===== src/hdl/ait_pkg.sv =====
package ait_pkg;

	// table geometry
	localparam int TABLE_DEPTH = 16;
	localparam int IDX_W = (TABLE_DEPTH > 1) ? $clog2(TABLE_DEPTH) : 1;
	localparam int CNT_W = $clog2(TABLE_DEPTH + 1);

	// field widths
	localparam int WORD_W = 64;
	localparam int DEV_W = 16;
	localparam int FUNC_W = 2;
	localparam int ST_W = 3;
	localparam int CFG_IDX_W = 8;

	localparam logic [WORD_W-1:0] ALL_ONES = '1;
	localparam logic [WORD_W-1:0] FIRST_IDENTITY_RST = WORD_W'(1);

	// request codes
	localparam logic [FUNC_W-1:0] FUNC_ALLOC = 2'd0;
	localparam logic [FUNC_W-1:0] FUNC_FREE = 2'd1;
	localparam logic [FUNC_W-1:0] FUNC_RESOLVE = 2'd2;

	// configuration register indexes
	localparam logic [CFG_IDX_W-1:0] CFG_OWN_DEVICE = 8'd0;
	localparam logic [CFG_IDX_W-1:0] CFG_FIRST_IDENTITY = 8'd1;

	typedef enum logic [ST_W-1:0] {
		ST_OK = 3'd0,
		ST_INVALID = 3'd1,
		ST_EXHAUSTED = 3'd2,
		ST_DOUBLE_FREE = 3'd3,
		ST_FULL = 3'd4
	} status_t;

	typedef struct packed {
		logic [FUNC_W-1:0] func;
		logic [WORD_W-1:0] alloc_size;
		logic [WORD_W-1:0] alloc_align;
		logic [WORD_W-1:0] alloc_base;
		logic [WORD_W-1:0] identity;
		logic [DEV_W-1:0] view_device;
		logic [WORD_W-1:0] view_address;
		logic [WORD_W-1:0] view_size;
	} req_t;

	typedef struct packed {
		logic [ST_W-1:0] status;
		logic [WORD_W-1:0] rec_identity;
		logic [WORD_W-1:0] rec_base;
		logic [WORD_W-1:0] rec_size;
		logic [WORD_W-1:0] rec_align;
		logic [CNT_W-1:0] live_count;
		logic [WORD_W-1:0] live_total;
		logic [WORD_W-1:0] peak_total;
		logic [WORD_W-1:0] next_issue;
	} rsp_t;

	typedef struct packed {
		logic we;
		logic [CFG_IDX_W-1:0] idx;
		logic [WORD_W-1:0] data;
	} cfg_wr_t;

	// controller to datapath
	typedef struct packed {
		logic load;
		logic lookup;
		logic calc;
		logic check;
		logic commit;
	} dp_cmd_t;

endpackage


===== src/hdl/ait_ctrl.sv =====
module ait_ctrl import ait_pkg::*; (
	input logic clk,
	input logic arst_n,
	input logic req_valid,
	input logic rsp_ready,
	output logic req_ready,
	output logic rsp_valid,
	output dp_cmd_t cmd
);

	typedef enum logic [2:0] {
		S_IDLE,
		S_LOOKUP,
		S_CALC,
		S_CHECK,
		S_DECIDE
	} state_t;

	state_t state_q;
	logic req_ready_q;
	logic rsp_valid_q;
	logic accept;
	logic retire;

	assign req_ready = req_ready_q;
	assign rsp_valid = rsp_valid_q;
	assign accept = req_valid && req_ready_q;
	// the result register is free, or empties in this cycle
	assign retire = (state_q == S_DECIDE) && (!rsp_valid_q || rsp_ready);

	// datapath commands decoded from the state and the handshakes
	always_comb begin
		cmd = '0;
		cmd.load = accept;
		cmd.lookup = (state_q == S_LOOKUP);
		cmd.calc = (state_q == S_CALC);
		cmd.check = (state_q == S_CHECK);
		cmd.commit = retire;
	end

	// sequencer and handshake flags
	always_ff @(posedge clk or negedge arst_n) begin
		if (!arst_n) begin
			state_q <= S_IDLE;
			req_ready_q <= 1'b1;
			rsp_valid_q <= 1'b0;
		end else begin
			// a new result refills the register as the old one leaves
			if (retire) begin
				rsp_valid_q <= 1'b1;
			end else if (rsp_valid_q && rsp_ready) begin
				rsp_valid_q <= 1'b0;
			end
			case (state_q)
				S_IDLE: begin
					if (accept) begin
						state_q <= S_LOOKUP;
						req_ready_q <= 1'b0;
					end
				end
				S_LOOKUP: state_q <= S_CALC;
				S_CALC: state_q <= S_CHECK;
				S_CHECK: state_q <= S_DECIDE;
				S_DECIDE: begin
					if (retire) begin
						state_q <= S_IDLE;
						req_ready_q <= 1'b1;
					end
				end
				default: begin
					state_q <= S_IDLE;
					req_ready_q <= 1'b1;
				end
			endcase
		end
	end

endmodule


===== config.mk =====
export PLATFORM = sky130hd
export DESIGN_NAME = ait_ctrl
export DESIGN_NICKNAME = d
export VERILOG_FILES = /design/src/hdl/ait_pkg.sv /design/src/hdl/ait_ctrl.sv
export SDC_FILE = /design/constraint.sdc
export NUM_CORES = 1
export LEC_CHECK = 0
export ABC_AREA = 1
export BUFFER_PORTS_ARGS = -buffer_cell sky130_fd_sc_hd__buf_2
export CORE_AREA = 2 2 39 41
export CTS_BUF_LIST = sky130_fd_sc_hd__clkbuf_4 sky130_fd_sc_hd__clkbuf_8
export DETAILED_ROUTE_END_ITERATION = 7
export DIE_AREA = 0 0 41 43
export GPL_TIMING_DRIVEN = 0
export MAX_ROUTING_LAYER = met4
export PLACE_DENSITY = 0.49
export SLEW_MARGIN = 40
export SYNTH_ARGS = -nofsm -noshare
export SYNTH_HDL_FRONTEND = slang
export SYNTH_SLANG_ARGS = --single-unit

===== constraint.sdc =====
create_clock -name clk -period 1 [get_ports clk]
set_clock_uncertainty 0.2 [all_clocks]
set_input_delay 0.1 -clock clk [delete_from_list [all_inputs] [get_ports clk]]
set_output_delay 0.1 -clock clk [all_outputs]
set_load 0.02 [all_outputs]

* Yosys cells after proc, flatten, opt, wreduce, memory -nomap -nowiden
Index checks and enable logic that the tools add are counted.
** Word-level totals
- Bits of input ports :: 4
- Flip-flop bits (word level) :: 5
** Cells by class
- Equality and inequality tests :: 6
- Mux-type cells :: 8
- Reductions and logical operators :: 10
- Bitwise gates (word level) :: 1
** Operators with widths (count)
- $pmux 3 s5 :: 1
- $eq 3x2->1 const B :: 2
- $mux 3 :: 2
- $mux 1 :: 4
- $ne 2x2->1 const B :: 2
- $eq 3x1->1 const B :: 1
- $eq 3x3->1 const B :: 1
- $logic_and 1x1->1 :: 3
- $logic_not 3->1 :: 1
- $pmux 1 s3 :: 1
- $reduce_and 3->1 :: 1
- $reduce_or 3->1 :: 1
- $reduce_and 2->1 :: 1
- $reduce_bool 2->1 :: 1
- $logic_not 1->1 :: 1
- $logic_or 1x1->1 :: 1
- $not 1->1 :: 1

* Logic depth before layout (Yosys ltp)
Gate-level depths: netlist (run 1).
- Depth in word-level cells :: 5
- Mapped depth :: 6
- Mapped depth without buffers :: 6

* Least setup slack after synthesis (run 1)
Ideal clock, no wire load.
- Path type :: register to register
- Start :: reg state_q[2]
- End :: reg state_q[1]
- Data arrival time :: 1.153 ns
- Setup time :: 0.067 ns
- Buffers on the path :: 0
- Setup slack :: -0.420 ns
- Cell stages (with the launch flop) :: 3
- Data required time :: 0.733 ns
- Period minus slack after synthesis :: 1.420 ns
- Cells stage by stage :: dfrtp_1 nor3_1 or2_1
** RTL lines
- start, declared :: line ait_ctrl.sv:19 : state_t state_q;
- start signal, assigned :: line ait_ctrl.sv:44 : state_q <= S_IDLE;
- start signal, assigned :: line ait_ctrl.sv:57 : state_q <= S_LOOKUP;
- start signal, assigned :: line ait_ctrl.sv:61 : S_LOOKUP: state_q <= S_CALC;

* Final worst setup path (run 1)
- Start :: reg state_q[1]
- End :: out cmd[0] in the netlist's numbering
** On the way
- Cells in the longest elaborated chain, start to end :: 2
** Ends and longest elaborated chain
- $eq 3x3->1 :: line ait_ctrl.sv:29 : assign retire = (state_q == S_DECIDE) && (!rsp_valid_q || rsp_ready);
- $logic_and 1x1->1 :: line ait_ctrl.sv:29
- end, declared :: line ait_ctrl.sv:8 : output dp_cmd_t cmd
Every way passes these cells.

==> impl.org, run 1 <==
** Run status
- The run finished, with violations left.
- Violations in the final reports :: negative hold slack, negative setup slack

** CTS
- TritonCTS built the clock tree.
- Largest buffer count on any clock path :: 2
- TritonCTS Buffers :: 3
- Clock Tree Root :: sky130_fd_sc_hd__clkbuf_4
- The later pin in the worst-skew pair is clocked with a latency of about 0.24 ns.
- Maximum level of the CTS H-tree :: 1
- Sinks on the clock net :: 5
- Clock-pin slew was measured on the worst setup and hold paths at 0.04 ns.

** GRT
- Global routing finished with a remaining overflow of 0.
- Global routing met2 resource utilization :: a little over an eighth
- Global routing used 7.853% of the available met3 tracks.
- The via count of the first global-routing pass came to 260.
- Met1 demand-to-capacity share in global routing :: between 10% and 20%
- GR Util All Layers :: 9.524%
- Entering global routing, the biggest net connects 6 pins.
- The first global-routing pass estimated 1.021 mm of wire.
- Antenna violations before repair :: 0
- Top Usage Layer GRT :: met2

** STA
- Hold timing on the final database bottoms out at a slack of -0.007425 ns.
- Setup violations remaining at the end of the flow were counted as 12.
- Timing would allow up to 697.1 MHz.
- Setup slack of the critical path after layout :: -0.4346 ns
- Final period demand of the worst path :: approximately 1.4 ns
- At the pin with the least slew margin, the transition time is 0.1768 ns.
- Setup repair after global routing could not meet its margin everywhere.
- Share of the clock period used by the worst path :: 143.5%
- Max-slew headroom at the worst pin :: approximately nine tenths
- Number of slew-limit violations in the final report :: 0
- The hold violation total from the final report came to 2.

** Floorplan
- In this run the count of I/O pins placed on the die edge is 11.
- The die is around 43 µm tall.
- Initial core utilization :: 19.35%
- Die area :: 1763 µm²
- Die span in x :: 41 µm
- Core ar. :: roughly 1400 µm²
- The floorplan has 14 rows.

** Placement
- Port buffering added 10 buffers.
- Detailed placement finished with a half-perimeter wire length of 455.3 µm.
- Placed Instance Area :: approximately 380 µm²
- Timing analysis after detailed placement gives a worst setup slack of -0.2937 ns.
- Global placement routability congestion :: 0.6743

** Worst setup path
- Along the worst path, the maximum fanout reaches 2.
- Startpoint kind of the worst setup timing path :: flop
- Family of cells with the greatest summed delay on the critical path :: flip-flops
- Worst endpoint data arrival time :: approximately 1.1 ns
- CP Cell Sequence :: nor2_2, nand2_1, nor2_1, buf_6
- The slowest stage of the critical path belongs to the cell sky130_fd_sc_hd__dfrtp_2.
- The worst setup path is of the reg2out kind.
- Setup crit end kind :: output pin
- Highest cell delay on the worst timing path :: 0.42 ns
- Data required, critical path :: 0.70 ns
- Counting both buffers and inverters, the worst setup path holds a total of 1.

** Power and ir drop
- The analysis attributes to cell leakage a power of ~0.27 nW.
- Dividing total power by cell area gives a power density of 3454 nW/µm².
- IR analysis of the VDD net gives a maximum drop of 1.158 mV.
- The design draws 1.910 mW.

** Synth
- For this run, the number of Yosys warnings is 0.
- Mean cell area of the mapped netlist :: 7.875 µm²
- Yosys reg bits :: 5
- Number of nets produced by synthesis :: 38
- Share of synthesized area occupied by flip-flops and latches :: 47.20%
- Cells after Synth :: 34
- After synthesis the cells add up to 267.8 µm².
- Number of unique standard cell types used by synthesis :: 14

** Drt
- The routed layout has slightly below 300 vias.
- In the routed layout, each cell is associated on average with a via count of 4.056.
- Before antenna repair, the detailed router went through 3 iterations.
- In the final routed layout, each cell accounts on average for ~9.0 µm.
- For this run, design rule violations remaining after detail routing come to 0.
- Total wirelength of the detailed-routed design :: 651 µm
- For this block, the initial DRC count from the detailed router was 3.
- Final ANT Viol Nets :: 0

** Final layout
- The top cell types in the final layout, fill and taps aside, are sky130_fd_sc_hd__buf_6 (8), sky130_fd_sc_hd__buf_4 (6), sky130_fd_sc_hd__nand2_1 (5).
- Compared with the post-synthesis result, the final layout area differs by 106.5%.
- Layout cell share with drive strength beyond 1 :: 71.43%
- The number of antenna diodes in the final layout is 0.
- Cells fill 39.96% of the core in the end.
- The library cell used most frequently in the layout, excluding fill and tap cells, is sky130_fd_sc_hd__buf_6.
- With fillers left out, the area of the finished cells amounts to 553.0 µm².
- After the last flow step, the layout net total stands at between 60 and 70.

** Hold path
- The path class of the tightest hold or removal check is in2reg.

** Flow run
- The tool flagged a number of max-cap violations equal to 0.
-- per-stage QoR --
stage / hold WS [ns] / TNS, ns / std cells
4_1_cts: -0.003444 / -3.259 / 70
2_1_floorplan: -0.3956 / -1.081 / 34
3_5_place_dp: -0.2743 / -1.776 / 60
3_3_place_gp: -0.2799 / -1.809 / 60
5_1_grt: 0.007669 / -3.602 / 72
6_report: -0.007425 / -3.040 / 72
-- area by class of cell --
type                    instances  area (µm²)
multi-input cells              21       151.4
clock buffers                   4       30.03
inverters                       6       30.03
well taps                      16       20.02
fillers                       139       830.8
repair buffers                 20       190.2
flip-flops and latches          5       131.4
-- sequential cells by signal, indices dropped and copies added (netlist names) --
register,count
rsp_valid,1
req_ready,1
state_q,3
-- final timing paths --
check,end,slack [ns],from,depth (start not counted)
max,cmd[0],-0.43,state_q[1],4
min,state_q[2],-0.007,rsp_ready,4
max reg2reg,req_ready,-0.24,req_ready,6
min reg2reg,rsp_valid,0.40,rsp_valid,2
max in group asynchronous,req_ready,0.39,arst_n,2
min in group asynchronous,rsp_valid,0,arst_n,2
-- synthesized netlist by cell type, drive strengths merged --
master | n | area [µm²]
dfrtp | 4 | 100.1
nor2 | 6 | 27.52
o21ai | 1 | 5.000
nand2 | 6 | 22.52
buf | 2 | 15.01
nand3 | 4 | 20.02
nor3 | 2 | 15.01
dfstp | 1 | 26.28
inv | 6 | 22.52
or2 | 1 | 6.260
o21bai | 1 | 7.510
-- routing by layer --
| layer | share of wire, % | wire [µm] |
|---|---|---|
| met1 | 45 | 293 |
| met2 | 50 | 323 |
| met3 | 5.2 | 34 |
| met4 | 0 | 0 |
| met5 | 0 | 0 |
-- cells by family (layout without fill, tap and decap cells) --
group	after synthesis	in the layout	share of synthesized area, %
simple gates	19	19	34.11
buf+inv	8	30	14.02
flops	5	5	47.20
compound gates	2	2	4.672
-- power breakdown --
part           switching [mW]  internal [mW]  total [mW]
Combinational           0.568          0.630        1.20
Clock                  0.0836          0.178       0.261
Sequential              0.132          0.319       0.452
Total                   0.783           1.13        1.91
-- worst min-delay path: cells and delay by family --
| family | cells | cell delay [ns] |
|---|---|---|
| simple gates | 3 | 0.20 |
| buf+inv | 1 | 0.08 |
-- repair_timing --
item	4_1_cts	5_1_grt
hold buffers	2	0
hold endpoints to repair	6	0
pin swaps	5	4
setup endpoints to repair	12	12
gates resized for setup	23	1
setup buffers	6	2
No activity file was read; power rests on OpenSTA's default activity.
==> inputs of run 2 (changes only) <==
--- a/config.mk
+++ b/config.mk
@@ -14,6 +14,7 @@
 export GPL_TIMING_DRIVEN = 0
 export MAX_ROUTING_LAYER = met4
 export PLACE_DENSITY = 0.49
+export REMOVE_ABC_BUFFERS = 1
 export SLEW_MARGIN = 40
 export SYNTH_ARGS = -nofsm -noshare
 export SYNTH_HDL_FRONTEND = slang
==> run 2 against run 1 <==
  * The flow still finishes with violations (negative hold slack, negative setup slack)
  * Non-clock buffer count down 6
  * Core utilization down 7.0 points
  * Wire length down 4.0%
  * Flip-flop and latch count unchanged
  * Global-route usage down 0.78 points
  * Power down 18%
  * Critical endpoint is now cmd[1]
  * Largest cell class is now multi-input gates
==> impl.org, run 2 (synthesis gave the netlist of run 1 again) <==
** Run status
- Status :: finished, violations left
- The checks that failed: negative hold slack, negative setup slack.

** Power and ir drop
- The clock network fraction of total power is 16.7% (+3.0 points).
- The internal power component was 0.8909 mW (-21%).
- Static leakage :: 0.2305 nW (-14%)
- The net switching power of the design was 0.6763 mW (-14%).
- The logic gate share of total power is 53.8% (-8.9 points).
- The areal power density over the cells was 3432 nW/µm² (-0.65%).
- The peak supply drop was 1.117 mV (-3.5%).
- The post-route total power was 1.567 mW (-18%).
- Reg power frac :: 29.5% (+5.9 points)
- The switching fraction of total power was 43.15% (+2.1 points).

** STA
- The slack of the critical path is -0.4190 ns (+0.01560 ns).
- Final hold vios :: 1 (-1)
- Setup repair after global routing could not meet its margin everywhere.
- Highest clock frequency the design can meet :: 704.7 MHz (+1.1%)
- Max-slew headroom at the worst pin :: 87.57% (-0.52 points)
- The count of pins over their slew limit was 0 (unchanged).
- Worst hold slack :: -0.0002882 ns (+0.007137 ns)
- Final period demand of the worst path :: 1.419 ns (-0.01560 ns)
- Share of the clock period used by the worst path :: 141.9% (-1.6 points)
- Tightest Pin Transition :: 0.1863 ns (+0.009452 ns)
- The number of endpoints failing setup at the final stage is 11 (-1).

** Worst setup path
- Kind of critical path :: reg2out
- The biggest fanout along the worst timing path is 4 (+2).
- Setup crit end kind :: output pin
- Worst endpoint data arrival time :: 1.12 ns (about the same)
- Startpoint kind of the worst setup timing path :: flop
- Data required, critical path :: 0.70 ns (about the same)

** GRT
- First-pass GRT wire length :: 883 µm (-14%)
- Antenna violations before repair :: 0 (unchanged)
- The via count of the first global-routing pass was 228 (-12%).
- Maximum number of pins on one net before global-route repair :: 7 (+1)
- The global-route usage over all layers came to 8.745% (-0.78 points).
- The leftover overflow at the end of global routing is 0 (unchanged).

** Drt
- The met2 routed wirelength is 249 µm (-23%).
- M1 WL :: 301 µm (+2.7%)
- The detailed-route via count was 266 (-8.9%).
- The detailed-routed wire length on met3 is 65 µm (+91%).
- Vias per Instance :: 4.030 (-0.62%)
- Final ANT Viol Nets :: 0 (unchanged)
- The number of remaining DRC errors was 0 (unchanged).
- WL/cell :: 9.470 µm (+4.7%)
- The wire length after detailed routing came to 625 µm (-4.0%).
- Number of optimization iterations in the first detailed-route pass :: 1 (-2)
- The detailed router's first-iteration violation count is 0 (-3).
- Top routing layer used :: met4

** CTS
- Largest buffer count on any clock path :: 2 (unchanged)
- The CTS H-tree depth is 1 (unchanged).
- TritonCTS clock tree :: done
- Insertion delay to the later sink of the worst-skew pair :: 0.24 ns (about the same)
- Clock Tree Root :: sky130_fd_sc_hd__clkbuf_4
- The number of clock sinks is 5 (unchanged).
- The total CTS buffers was 3 (unchanged).
- The clock slew seen by the registers of the worst setup and hold paths came to 0.05 ns (about the same).

** Floorplan
- Die area :: 1763 µm² (unchanged)
- The overall die height is 43 µm (unchanged).
- The initial core utilization is 19.35% (unchanged).
- The number of top-level pins came to 11 (unchanged).
- Rows :: 14 (unchanged)
- Core ar. :: 1384 µm² (unchanged)
- The overall die width is 41 µm (unchanged).

** Placement
- PortBufs :: 10 (unchanged)
- Number of placed instances, taps included :: 58 (-3.3%)
- The final weighted congestion of routability-driven global placement came to 0.7488 (+11%).
- The detailed placement HPWL came to 445.6 µm (-2.1%).

** Final layout
- From synthesis to final layout, the design area changed by 70.56%.
- Multi-input gate area in the final layout :: 136.4 µm² (-9.9%)
- The library cell used most frequently in the layout, excluding fill and tap cells, is sky130_fd_sc_hd__buf_4.
- The antenna cell count was 0 (unchanged).
- The final net count came to 55 (-9.8%).
- The fill cell instance count of the final layout was 150 (+7.9%).
- state_q holds more flip-flops than any other register.
- Sequential cell area in the final layout :: 130.1 µm² (-0.95%)
- The fraction of final layout cells sized beyond drive strength 1 is 60.00% (-11 points).
- The library cells used most frequently in the layout, excluding fill and tap cells, are sky130_fd_sc_hd__buf_4 (5), sky130_fd_sc_hd__inv_1 (4), sky130_fd_sc_hd__nand2_1 (4), sky130_fd_sc_hd__clkbuf_4 (4), sky130_fd_sc_hd__buf_6 (4).
- Flip-flop count of the largest register after layout :: 3 (unchanged)
- The non-filler instance count after layout came to 66 (-8.3%).

** Hold path
- Type of the tightest min-delay check :: in2async

** Flow run
- Max-capacitance violation count :: 0 (unchanged)
[run 2: metrics by stage]
step / hold WS, ns / utilization, % / setup slack [ns] / setup TNS [ns] / area [µm²]
after floorplan: -0.3956 / - / -0.4200 / -1.744 / 252.7
after global placement: -0.2739 / 23.33 / -0.1873 / -1.303 / 322.8
after detailed placement: -0.2735 / 23.33 / -0.2014 / -1.352 / 322.8
after CTS: -0.001632 / 31.37 / -0.4183 / -2.860 / 434.2
after global routing: 0.01255 / 33.00 / -0.4809 / -3.535 / 456.7
final: -0.0002882 / 33.00 / -0.4190 / -2.944 / 456.7
[run 2: power groups by stage]
stage	clock [mW]	sequential, mW	combinational, mW
3_5_place_dp	0	0.404	0.599
4_1_cts	0.277	0.439	0.771
2_1_floorplan	0	0.425	0.407
6_report	0.262	0.462	0.844
3_3_place_gp	0	0.396	0.599
5_1_grt	0.296	0.476	0.920
[run 2: worst paths after layout]
check,cells past startpoint,slack (ns),to,start
worst max-delay path,3,-0.42,cmd[1],state_q[0]
worst min-delay path,2,-0.0003,rsp_valid,arst_n
worst max register to register,5,-0.20,state_q[2],state_q[1]
worst min register to register,2,0.29,req_ready,req_ready
max in group asynchronous,2,0.39,req_ready,arst_n
min in group clk,4,0.01,state_q[2],rsp_ready
[run 2: critical path: stages, from the launching register on]
cell and delay [ns]:
sky130_fd_sc_hd__dfrtp_2 0.42, sky130_fd_sc_hd__inv_1 0.09, sky130_fd_sc_hd__nor3_2 0.19, sky130_fd_sc_hd__buf_4 0.17
[run 2: what timing repair did]
action                     in CTS  in global routing
hold endpoints to repair        6                  0
setup endpoints to repair      11                 12
pin swaps                       1                  2
resized for setup              17                  6
hold buffers                    2                  0
buffers inserted                2                  0
[run 2: layer usage]
metal	vias to the layer above	GRT usage [%]
met4	0	8.000
met2	13	9.063
met5	-	-
li1	135	-
met3	2	6.283
met1	116	10.29
[run 2: cell type report]
cell class,instances,share of cell area [%]
flip-flops and latches,5,28.49
inverters,6,4.932
repair buffers,14,25.75
well taps,16,4.384
clock buffers,4,6.575
multi-input cells,21,29.86
